**src/rtl/core/fk_pkg.sv**
```systemverilog
// shared types, constants and helpers for the arm forward kinematics block
package fk_pkg;

    localparam int ANG_W     = 17;
    localparam int LEN_W     = 20;
    localparam int POS_W     = 23;
    localparam int CW        = 33;
    localparam int TRIG_W    = 20;
    localparam int CFG_IDX_W = 2;
    localparam int LANES     = 4;

    localparam logic [CFG_IDX_W-1:0] CFG_UPPER = 2'd0;
    localparam logic [CFG_IDX_W-1:0] CFG_FORE  = 2'd1;
    localparam logic [CFG_IDX_W-1:0] CFG_WRIST = 2'd2;

    localparam logic [LEN_W-1:0] UPPER_RST = 20'd200000;
    localparam logic [LEN_W-1:0] FORE_RST  = 20'd150000;
    localparam logic [LEN_W-1:0] WRIST_RST = 20'd80000;

    localparam logic signed [CW-1:0] CORDIC_GAIN = 33'sd652032874;

    localparam logic [31:0] ATAN_TBL [32] = '{
        32'd536870912, 32'd316933406, 32'd167458907, 32'd85004756,
        32'd42667331,  32'd21354465,  32'd10679838,  32'd5340245,
        32'd2670163,   32'd1335087,   32'd667544,    32'd333772,
        32'd166886,    32'd83443,     32'd41722,     32'd20861,
        32'd10430,     32'd5215,      32'd2608,      32'd1304,
        32'd652,       32'd326,       32'd163,       32'd81,
        32'd41,        32'd20,        32'd10,        32'd5,
        32'd3,         32'd1,         32'd1,         32'd0
    };

    typedef struct packed {
        logic signed [CW-1:0] x;
        logic signed [CW-1:0] y;
        logic signed [CW-1:0] z;
        logic                 neg;
    } t_lane;

    function automatic logic signed [POS_W-1:0] sat_pos(input logic signed [63:0] v);
        logic signed [POS_W-1:0] res;
        if (v > 64'sd4194303) begin
            res = 23'sd4194303;
        end else if (v < -64'sd4194304) begin
            res = -23'sd4194304;
        end else begin
            res = v[POS_W-1:0];
        end
        return res;
    endfunction

endpackage

```
**src/rtl/core/fk_cordic_cell.sv**
```systemverilog
// one rotation-mode cordic stage for one angle lane
module fk_cordic_cell #(
    parameter int STAGE_IDX = 0
) (
    input  logic          i_clk,
    input  fk_pkg::t_lane i_lane,
    output fk_pkg::t_lane o_lane
);
    import fk_pkg::*;

    logic signed [CW-1:0] w_dx;
    logic signed [CW-1:0] w_dy;
    logic signed [CW-1:0] w_at;
    t_lane                n_lane;
    t_lane                r_lane;

    always_comb begin
        w_dx       = i_lane.y >>> STAGE_IDX;
        w_dy       = i_lane.x >>> STAGE_IDX;
        w_at       = $signed({1'b0, ATAN_TBL[STAGE_IDX]});
        n_lane.neg = i_lane.neg;
        if (!i_lane.z[CW-1]) begin
            n_lane.x = i_lane.x - w_dx;
            n_lane.y = i_lane.y + w_dy;
            n_lane.z = i_lane.z - w_at;
        end else begin
            n_lane.x = i_lane.x + w_dx;
            n_lane.y = i_lane.y - w_dy;
            n_lane.z = i_lane.z + w_at;
        end
    end

    always_ff @(posedge i_clk) begin
        r_lane <= n_lane;
    end

    assign o_lane = r_lane;

endmodule

```
**config.mk**
```make
export PLATFORM = sky130hd
export DESIGN_NAME = fk_cordic_cell
export DESIGN_NICKNAME = d
export VERILOG_FILES = /design/src/rtl/core/fk_pkg.sv /design/src/rtl/core/fk_cordic_cell.sv
export SDC_FILE = /design/constraint.sdc
export NUM_CORES = 1
export LEC_CHECK = 0
export BUFFER_PORTS_ARGS = -buffer_cell sky130_fd_sc_hd__buf_2
export CORE_ASPECT_RATIO = 0.6
export CORE_MARGIN = 4
export CORE_UTILIZATION = 35
export DETAILED_ROUTE_END_ITERATION = 10
export GPL_TIMING_DRIVEN = 0
export HOLD_SLACK_MARGIN = 0.05
export PLACE_DENSITY = 0.59
export SLEW_MARGIN = 20
export SYNTH_ARGS = -nofsm -noshare
export SYNTH_HDL_FRONTEND = slang
export SYNTH_SLANG_ARGS = --single-unit
```
**constraint.sdc**
```tcl
create_clock -name i_clk -period 3.15 [get_ports i_clk]
set_input_delay 0.4725 -clock i_clk [delete_from_list [all_inputs] [get_ports i_clk]]
set_output_delay 0.4725 -clock i_clk [all_outputs]
set_load 0.05 [all_outputs]
```
==> results of run 1 <==
-- what timing repair did --
action | 4_1_cts | 5_1_grt
setup endpoints to repair | 5 | 25
pin swaps | 3 | 14
buffers inserted | 2 | 6
gates resized for setup | 6 | 29
-- worst max-delay path, cell delays in order --
cell       delay [ns]
buf_2            0.11
inv_1            0.05
ha_1             0.32
buf_2            0.22
nor4_4           0.33
o2111ai_1        0.18
a31oi_1          0.27
nor2_2           0.11
o21ai_2          0.27
nand3b_1         0.20
a221oi_4         0.26
buf_4            0.19
a32o_1           0.16
nor2_1           0.05
xor2_1           0.14
-- stage by stage --
stage | cell area, µm² | util (%) | power (W) | instances | hold slack [ns]
final | 9600 | 45.1 | 0.00515 | 1464 | 0.208
after global routing | 9600 | 45.1 | 0.00540 | 1464 | 0.189
after CTS | 9410 | 44.2 | 0.00511 | 1458 | 0.196
after detailed placement | 9040 | 42.5 | 0.00396 | 1440 | 0.577
after global placement | 9040 | 42.5 | 0.00395 | 1440 | 0.575
after floorplan | 7700 | - | 0.00327 | 962 | 0.500
-- layout by cell type (no fill, tap or decap), types with 4 or more instances in the layout --
master | synthesis | layout
nor2b_1 | 12 | 12
dfxtp_1 | 99 | 99
nor3_1 | 17 | 16
mux2i_1 | 12 | 12
buf_4 | 4 | 12
and2_1 | 5 | 5
nand2_1 | 44 | 43
o21a_1 | 7 | 7
o211ai_1 | 8 | 8
o21ai_0 | 51 | 50
xor2_1 | 6 | 6
ha_1 | 98 | 98
xnor2_1 | 58 | 58
clkbuf_1 | 17 | 16
o21ai_2 | 2 | 6
nand3b_1 | 4 | 4
o31ai_1 | 11 | 9
nand2b_1 | 8 | 8
a21o_1 | 19 | 19
a221oi_4 | 1 | 4
fa_1 | 4 | 4
a21oi_1 | 109 | 108
o21ai_1 | 11 | 8
a31oi_1 | 7 | 5
buf_2 | 14 | 213
buf_1 | 9 | 9
a211oi_1 | 4 | 4
inv_1 | 99 | 99
clkbuf_16 | 0 | 9
clkinv_1 | 4 | 4
nand3_1 | 13 | 13
nand4_1 | 10 | 10
o21bai_1 | 15 | 15
and3_1 | 7 | 7
nor2_1 | 92 | 89
-- cell usage after synthesis, drive strengths merged, types with 5 or more instances --
master	number
a211oi	5
a21boi	8
a21o	19
a21oi	112
a221oi	7
a31oi	7
and2	6
and3	7
buf	28
clkbuf	17
dfxtp	99
ha	98
inv	102
mux2i	12
nand2	44
nand2b	8
nand3	13
nand4	10
nor2	92
nor2b	12
nor3	18
nor4	7
o211ai	8
o21a	7
o21ai	64
o21bai	15
o31ai	11
or2	5
xnor2	58
xor2	6
-- cell families after synthesis --
family,count (synthesis),share of synthesized area (%)
AO/OA/AOI/OAI,300,25.9
AND/OR/NAND/NOR,234,14.7
buffers and inverters,151,7.88
adder cells (fa/ha/maj),102,17.0
flip-flops,99,25.7
XOR/XNOR,64,7.28
multiplexers,12,1.56
-- routing by layer --
metal	global-route usage [%]	routed length [µm]	part of all wire, %	up-vias
met5	0	0	0	-
met4	3.77	246	0.84	0
met3	8.71	4390	15	18
met2	29.1	10800	37	505
met1	36.2	14100	48	3768
li1	-	-	-	3758
-- layout make-up --
type | instances | area [µm²]
buffer | 45 | 210
clock buffer | 9 | 225
clock inverter | 7 | 80.1
fill | 2150 | 11700
inverter | 106 | 398
multi-input combinational | 712 | 5300
sequential | 99 | 1980
tap | 279 | 349
timing repair buffer | 207 | 1060
-- power groups by stage --
stage	Sequential [W]	Combinational, W	Clock [W]
floorplan	0.00237	0.000904	0
global placement	0.00157	0.00238	0
detailed placement	0.00157	0.00239	0
CTS	0.00154	0.00241	0.00116
global route	0.00156	0.00263	0.00121
finish	0.00154	0.00249	0.00112
-- worst max path at each step --
| stage | cells past startpoint | end | slack, ns | start |
|---|---|---|---|---|
| after floorplan | 13 | o_lane[65] | 0.33 | i_lane[38] |
| after global placement | 14 | o_lane[99] | -0.66 | i_lane[38] |
| after detailed placement | 14 | o_lane[99] | -0.63 | i_lane[38] |
| after CTS | 14 | o_lane[99] | 0.002 | i_lane[47] |
| after global routing | 15 | o_lane[99] | -0.03 | i_lane[38] |
| final | 15 | o_lane[99] | 0.04 | i_lane[47] |
==> results.yml, run 1 <==
timing:
  layout_setup_ws_ns: 0.0383
  worst_pin_slew_ns: 0.970
  maxSlewViolCount: 0
  grt_setup_unrepaired: "true"
  finalCritPeriodShare_pct: 98.8
  setup_viol: 0
  fmax_mhz: 321
  fin_crit_ns: 3.11
  setup-tns-final_ns: 0
  hold_violations: 0
  slew_headroom_pct: 35.3
power_and_ir_drop:
  p_per_area_nw_per_um2: 536
  peakVddDrop_mv: 0.256
  p_int_w: 0.00272
  switchingPower_w: 0.00243
  swShare_pct: 47.1
  p_seq_share_pct: 29.8
  power_leakage_nw: 4.54
  comb_power_share_pct: 48.4
  p_clk_share_pct: 21.7
global_routing:
  overflow: 0
  grt_usage_pct: 22.9
  antenna_found_initial: 0
  grt_max_degree: 21
  grt_pass1_vias: 7154
  grt_pass1_wl_mm: 42.6
cells_and_area:
  antennaDiodeCount: 0
  largest_reg_flops: 99
  final_nets: 1383
  synthToLayoutAreaGrowth_pct: 24.6
  drive_above_1_share_pct: 25.0
die:
  dieArea_um2: 24500
  core_area_um2: 21300
  rows: 41
  initial_core_util_pct: 36.2
  boundaryPins: 201
  die_y_um: 123
  die_w_um: 199
route:
  wl_mm: 29.4
  vias: 8049
  wl_per_cell_um: 20.1
  drc: 0
  drt-pass1-iter-count: 5
  ant_nets: 0
  viasPerCell: 5.50
  drtIter0Drc: 1021
job:
  cap_viol_max_count: 0
synthesis:
  syn_area_um2: 7700
  ys_types: 78
  synth_top_cell_by_area: "dfxtp_1"
  ys_ff_latch: 99
  synth_flop_cell: "dfxtp_1"
  ys_async_sr_fraction_pct: 0
  synth_edf_count: 0
  yosysSeqAreaShare_pct: 25.7
  synth.avg_cell_area_um2: 8.00
  syn_nets: 1165
  synthCells: 962
  ys_top_cells_by_area: "dfxtp_1 26%, ha_1 16%, a21oi_1 7.1%"
  synth.top_cell.area_share_pct: 25.7
  ys_warn_count: 0
cts:
  h-tree-depth: 3
  root_buffer: "clkbuf_16"
  clock_sinks: 99
  clk_pin_slew_ns: 0.08
  numCtsBuffers: 9
  postCtsHoldBufs: 0
  cts_buffer_depth: 2
  cts_tree: "built"
placement:
  dpl.hpwl_mm: 24.1
  pre_cts_slack_ns: -0.629
  gp_congestion: 0.946
  port_buffers: 199
worst_setup_path:
  cp_max_fo: 10
  worstSetupStartpointType: "primary input"
  arrival_ns: 3.35
  crit_required_ns: 3.39
  critPathCaptureType: "flop"
  worst-setup-path-type: "primary input to flop"
min_path:
  worstHoldStart: "i_lane[7]"
  whs_endpoint: "o_lane[7]"
  hold_path_depth: 1
  min_path_type: "primary input to flop"
run_status:
  status: "finished, final reports clean"
No activity file was read; power rests on OpenSTA's default activity.
==> inputs of run 2 (changes only) <==
--- a/config.mk
+++ b/config.mk
@@ -5,14 +5,13 @@
 export SDC_FILE = /design/constraint.sdc
 export NUM_CORES = 1
 export LEC_CHECK = 0
-export BUFFER_PORTS_ARGS = -buffer_cell sky130_fd_sc_hd__buf_2
 export CORE_ASPECT_RATIO = 0.6
 export CORE_MARGIN = 4
 export CORE_UTILIZATION = 35
 export DETAILED_ROUTE_END_ITERATION = 10
-export GPL_TIMING_DRIVEN = 0
+export DONT_BUFFER_PORTS = 1
 export HOLD_SLACK_MARGIN = 0.05
-export PLACE_DENSITY = 0.59
+export PLACE_DENSITY = 0.51
 export SLEW_MARGIN = 20
 export SYNTH_ARGS = -nofsm -noshare
 export SYNTH_HDL_FRONTEND = slang
==> constraint.sdc (replaced) <==
create_clock -name i_clk -period 3.25 [get_ports i_clk]
set_input_delay 0.4875 -clock i_clk [delete_from_list [all_inputs] [get_ports i_clk]]
set_output_delay 0.4875 -clock i_clk [all_outputs]
set_load 0.05 [all_outputs]
==> run 2 against run 1 <==
Net effect: cell count is 12% lower; via count is 11% lower; routed wire length down 5.8%; highest routed layer unchanged; worst setup slack improved by 0.19 ns; critical endpoint is now o_lane[64].
==> results.yml, run 2 (synthesis gave the netlist of run 1 again) <==
job:
  cap_viol_max_count: 0
route:
  vias: 7177
  drc: 0
  wl_mm: 27.7
  viasPerCell: 5.58
  ant_nets: 0
  drtIter0Drc: 916
  drt-pass1-iter-count: 5
  wl_per_cell_um: 21.6
worst_setup_path:
  critPathCaptureType: "flop"
  cp_max_fo: 3
  worstSetupStartpointType: "primary input"
  crit_required_ns: 3.49
  worst-setup-path-type: "primary input to flop"
  arrival_ns: 3.26
cells_and_area:
  layout_common_cells: "109 x a21oi_1, 99 x inv_1, 99 x dfxtp_1"
  largest_reg_flops: 99
  fin_area_um2: 8710
  final_nets: 1206
  synthToLayoutAreaGrowth_pct: 13.1
  final_common_cell: "a21oi_1"
  drive_above_1_share_pct: 12.0
  antennaDiodeCount: 0
  utilization_pct: 40.9
  fillers: 2194
min_path:
  min_path_type: "primary input to flop"
  hold_path_depth: 0
  whs_endpoint: "o_lane[1]"
  worstHoldStart: "i_lane[1]"
power_and_ir_drop:
  p_per_area_nw_per_um2: 547
  power_leakage_nw: 3.94
  peakVddDrop_mv: 0.313
placement:
  dpl.hpwl_mm: 23.4
  place_area_um2: 8400
  port_buffers: 0
  gp_congestion: 0.995
timing:
  whs_ns: 0.153
  fmax_mhz: 330
  setup_viol: 0
  slew_headroom_pct: 37.6
  grt_setup_unrepaired: "false"
  fin_crit_ns: 3.03
  worst_pin_slew_ns: 0.934
  finalCritPeriodShare_pct: 93.1
  maxSlewViolCount: 0
  hold_violations: 0
cts:
  cts_tree: "built"
  postCtsHoldBufs: 0
  cts_buffer_depth: 2
  numCtsBuffers: 9
  h-tree-depth: 3
  cts_setup_buffers: 0
  clock_sinks: 99
  clk_pin_slew_ns: 0.07
  cts_resized: 0
  root_buffer: "clkbuf_16"
global_routing:
  grt_max_degree: 91
  antenna_found_initial: 1
  grt_pass1_vias: 6673
  grt_usage_pct: 22.1
  overflow: 0
  grt_pass1_wl_mm: 40.8
die:
  boundaryPins: 201
  initial_core_util_pct: 36.2
  die_w_um: 199
  dieArea_um2: 24500
  core_area_um2: 21300
  rows: 41
  die_y_um: 123
run_status:
  status: "finished, final reports clean"
==> run 2: cell types whose count changed in the layout (fill, tap and decap cells not counted), sizes merged <==
cell | before | now
inv | 105 | 106
buf | 235 | 75
clkbuf | 26 | 9
bufinv | 0 | 1
clkinv | 7 | 5
clkinvlp | 1 | 0
==> run 2: layout make-up <==
class / count / area (µm²) / share of cell area [%]
Multi-Input combinational cell: 712 / 5110 / 58.7
Clock buffer: 9 / 225 / 2.59
Sequential cell: 99 / 1980 / 22.8
Timing Repair Buffer: 75 / 563 / 6.46
Inverter: 106 / 398 / 4.57
Clock inverter: 6 / 81.3 / 0.934
Tap cell: 279 / 349 / 4.01
==> run 2: per-stage QoR <==
stage,total power (W),instances,worst slack [ns],TNS [ns]
final,0.00476,1286,0.223,0
after global routing,0.00501,1286,0.0944,0
after CTS,0.00479,1286,0.314,0
after detailed placement,0.00364,1271,-0.0603,-0.0821
after global placement,0.00366,1271,-0.0663,-0.0922
after floorplan,0.00317,962,0.417,0
==> run 2: worst max-delay path, cell delays in order <==
cell	delay, ns
inv_1	0.02
ha_1	0.33
nor4_2	0.52
o2111ai_1	0.27
a31oi_1	0.27
nor2_1	0.10
o21ai_1	0.24
a21boi_1	0.14
buf_4	0.17
o31ai_1	0.41
a32oi_1	0.13
xnor2_1	0.16
==> run 2: power breakdown <==
part,leakage (nW),internal [W],switching [W]
Clock,0.152,0.000613,0.000515
Sequential,0.835,0.00144,0.000890
Combinational,2.95,0.000535,0.000775
Total,3.94,0.00258,0.00218
==> run 2: worst max path at each step <==
stage | from | end | slack [ns] | cells after the start
floorplan | i_lane[38] | o_lane[65] | 0.42 | 13
finish | i_lane[46] | o_lane[64] | 0.22 | 12
detailed placement | i_lane[39] | o_lane[65] | -0.06 | 12
global placement | i_lane[46] | o_lane[58] | -0.07 | 12
CTS | i_lane[39] | o_lane[65] | 0.31 | 12
global route | i_lane[34] | o_lane[66] | 0.09 | 13
==> run 2: per-layer routing <==
layer  GRT usage [%]  wire length (µm)  up-vias
li1                -                 -     3397
met1            34.7             13800     3330
met2            27.3              9690      437
met3            9.40              3990       13
met4            3.48               201        0
met5               0                 0        -
==> inputs of run 3 (changes only) <==
==> constraint.sdc (replaced) <==
create_clock -name i_clk -period 2.9 [get_ports i_clk]
set_input_delay 0.435 -clock i_clk [delete_from_list [all_inputs] [get_ports i_clk]]
set_output_delay 0.435 -clock i_clk [all_outputs]
set_load 0.05 [all_outputs]
==> run 3 against run 2 <==
Net effect: clock-buffer cell count up 1; via count is 3.1% higher; routed wire length up 2.1%; clock power grew 11%; largest power group unchanged.
==> results.yml, run 3 (synthesis gave the netlist of run 1 again) <==
run_status:
  status: "finished, final reports clean"
worst_setup_path:
  cp_max_fo: 4
  crit_required_ns: 3.14
  slowest_stage: "a221oi_4"
  crit_path_max_incr_delay_ns: 0.38
  arrival_ns: 3.10
  worstSetupStartpointType: "primary input"
  cp_cell_sequence: "inv_1, ha_1, buf_4, nor2b_1, o21ai_1, nand2_1, a221oi_4, buf_4, nor4_1, nor4_2, buf_4, o21ai_1, nand2b_1, a32oi_1, xnor2_1"
  worst-setup-path-type: "primary input to flop"
  cp_common_cell: "buf_4"
  critPathCaptureType: "flop"
cells_and_area:
  drive_above_1_share_pct: 18.0
  final_common_cell: "buf_4"
  final_nets: 1265
  layout_common_cells: "134 x buf_4, 108 x a21oi_1, 99 x inv_1, 99 x dfxtp_1, 97 x ha_1"
  largest_reg_flops: 99
  final_cell_count_no_fill: 1347
  synthToLayoutAreaGrowth_pct: 20.4
cts:
  clk_pin_slew_ns: 0.08
  cts_buffer_depth: 2
  clock_sinks: 99
  cts_tree: "built"
  root_buffer: "clkbuf_16"
  postCtsHoldBufs: 0
  numCtsBuffers: 9
  h-tree-depth: 3
  cts_setup_buffers: 0
power_and_ir_drop:
  finalPower_w: 0.00546
  peakVddDrop_mv: 0.272
  p_per_area_nw_per_um2: 589
  power_leakage_nw: 4.25
global_routing:
  overflow: 0
  grt_pass1_vias: 6876
  grt_pass1_wl_mm: 41.7
  antenna_found_initial: 1
  grt_max_degree: 91
  grt_usage_pct: 22.4
route:
  drtIter0Drc: 918
  wl_per_cell_um: 21.0
  vias: 7402
  viasPerCell: 5.50
  drc: 0
  wl_mm: 28.3
  drt-pass1-iter-count: 5
  ant_nets: 0
placement:
  place_inst: 1330
  port_buffers: 0
  pre_cts_slack_ns: -0.481
  gp_congestion: 0.989
  dpl.hpwl_mm: 23.9
timing:
  hold_violations: 0
  slew_headroom_pct: 37.8
  fin_crit_ns: 2.86
  whs_ns: 0.0883
  fmax_mhz: 349
  setup-tns-final_ns: 0
  grt_setup_unrepaired: "true"
  finalCritPeriodShare_pct: 98.7
  setup_viol: 0
  worst_pin_slew_ns: 0.932
  maxSlewViolCount: 0
  layout_setup_ws_ns: 0.0387
die:
  die_w_um: 199
  dieArea_um2: 24500
  core_area_um2: 21300
  initial_core_util_pct: 36.2
  boundaryPins: 201
  rows: 41
  die_y_um: 123
min_path:
  min_path_type: "primary input to flop"
job:
  cap_viol_max_count: 0
[run 3: timing repair]
item | 4_1_cts | 5_1_grt
gates resized for setup | 1 | 17
pin swaps | 0 | 9
hold endpoints to repair | 0 | 0
setup endpoints to repair | 2 | 15
[run 3: worst max-delay path, delay by kind of cell]
kind	cells	cell delay, ns
compound gates	4	0.79
xor+xnor	1	0.15
fa+ha+maj	1	0.34
buf+inv	4	0.55
simple gates	5	0.82
[run 3: final timing paths]
| kind | start | endpoint | slack, ns | depth (start not counted) |
|---|---|---|---|---|
| setup / recovery | i_lane[36] | o_lane[97] | 0.04 | 15 |
| hold / removal | i_lane[10] | o_lane[10] | 0.09 | 0 |
[run 3: stage by stage]
stage                     cell area [µm²]  utilization (%)
after floorplan                      7700                -
after global placement               8850             41.6
after detailed placement             8850             41.6
after CTS                            9160             43.0
after global routing                 9270             43.5
final                                9270             43.5
[run 3: cell type report]
type | count | area [µm²]
Fill cell | 2178 | 12000
Multi-Input combinational cell | 712 | 5230
Sequential cell | 99 | 1980
Timing Repair Buffer | 134 | 1010
Inverter | 106 | 398
Tap cell | 279 | 349
Clock buffer | 10 | 239
Clock inverter | 6 | 70.1
Antenna cell | 1 | 2.50
[run 3: layer usage]
layer  global-route usage (%)  wire length, µm
met5                        0                0
met3                     9.91             4170
met4                     3.31              202
met1                     35.4            13900
met2                     27.6            10000
[run 3: report_power, final]
part,switching (W),total [W],internal [W],leakage [nW]
clock,0.000554,0.00125,0.000700,0.147
sequential,0.000997,0.00261,0.00161,0.835
combinational,0.000910,0.00160,0.000694,3.26
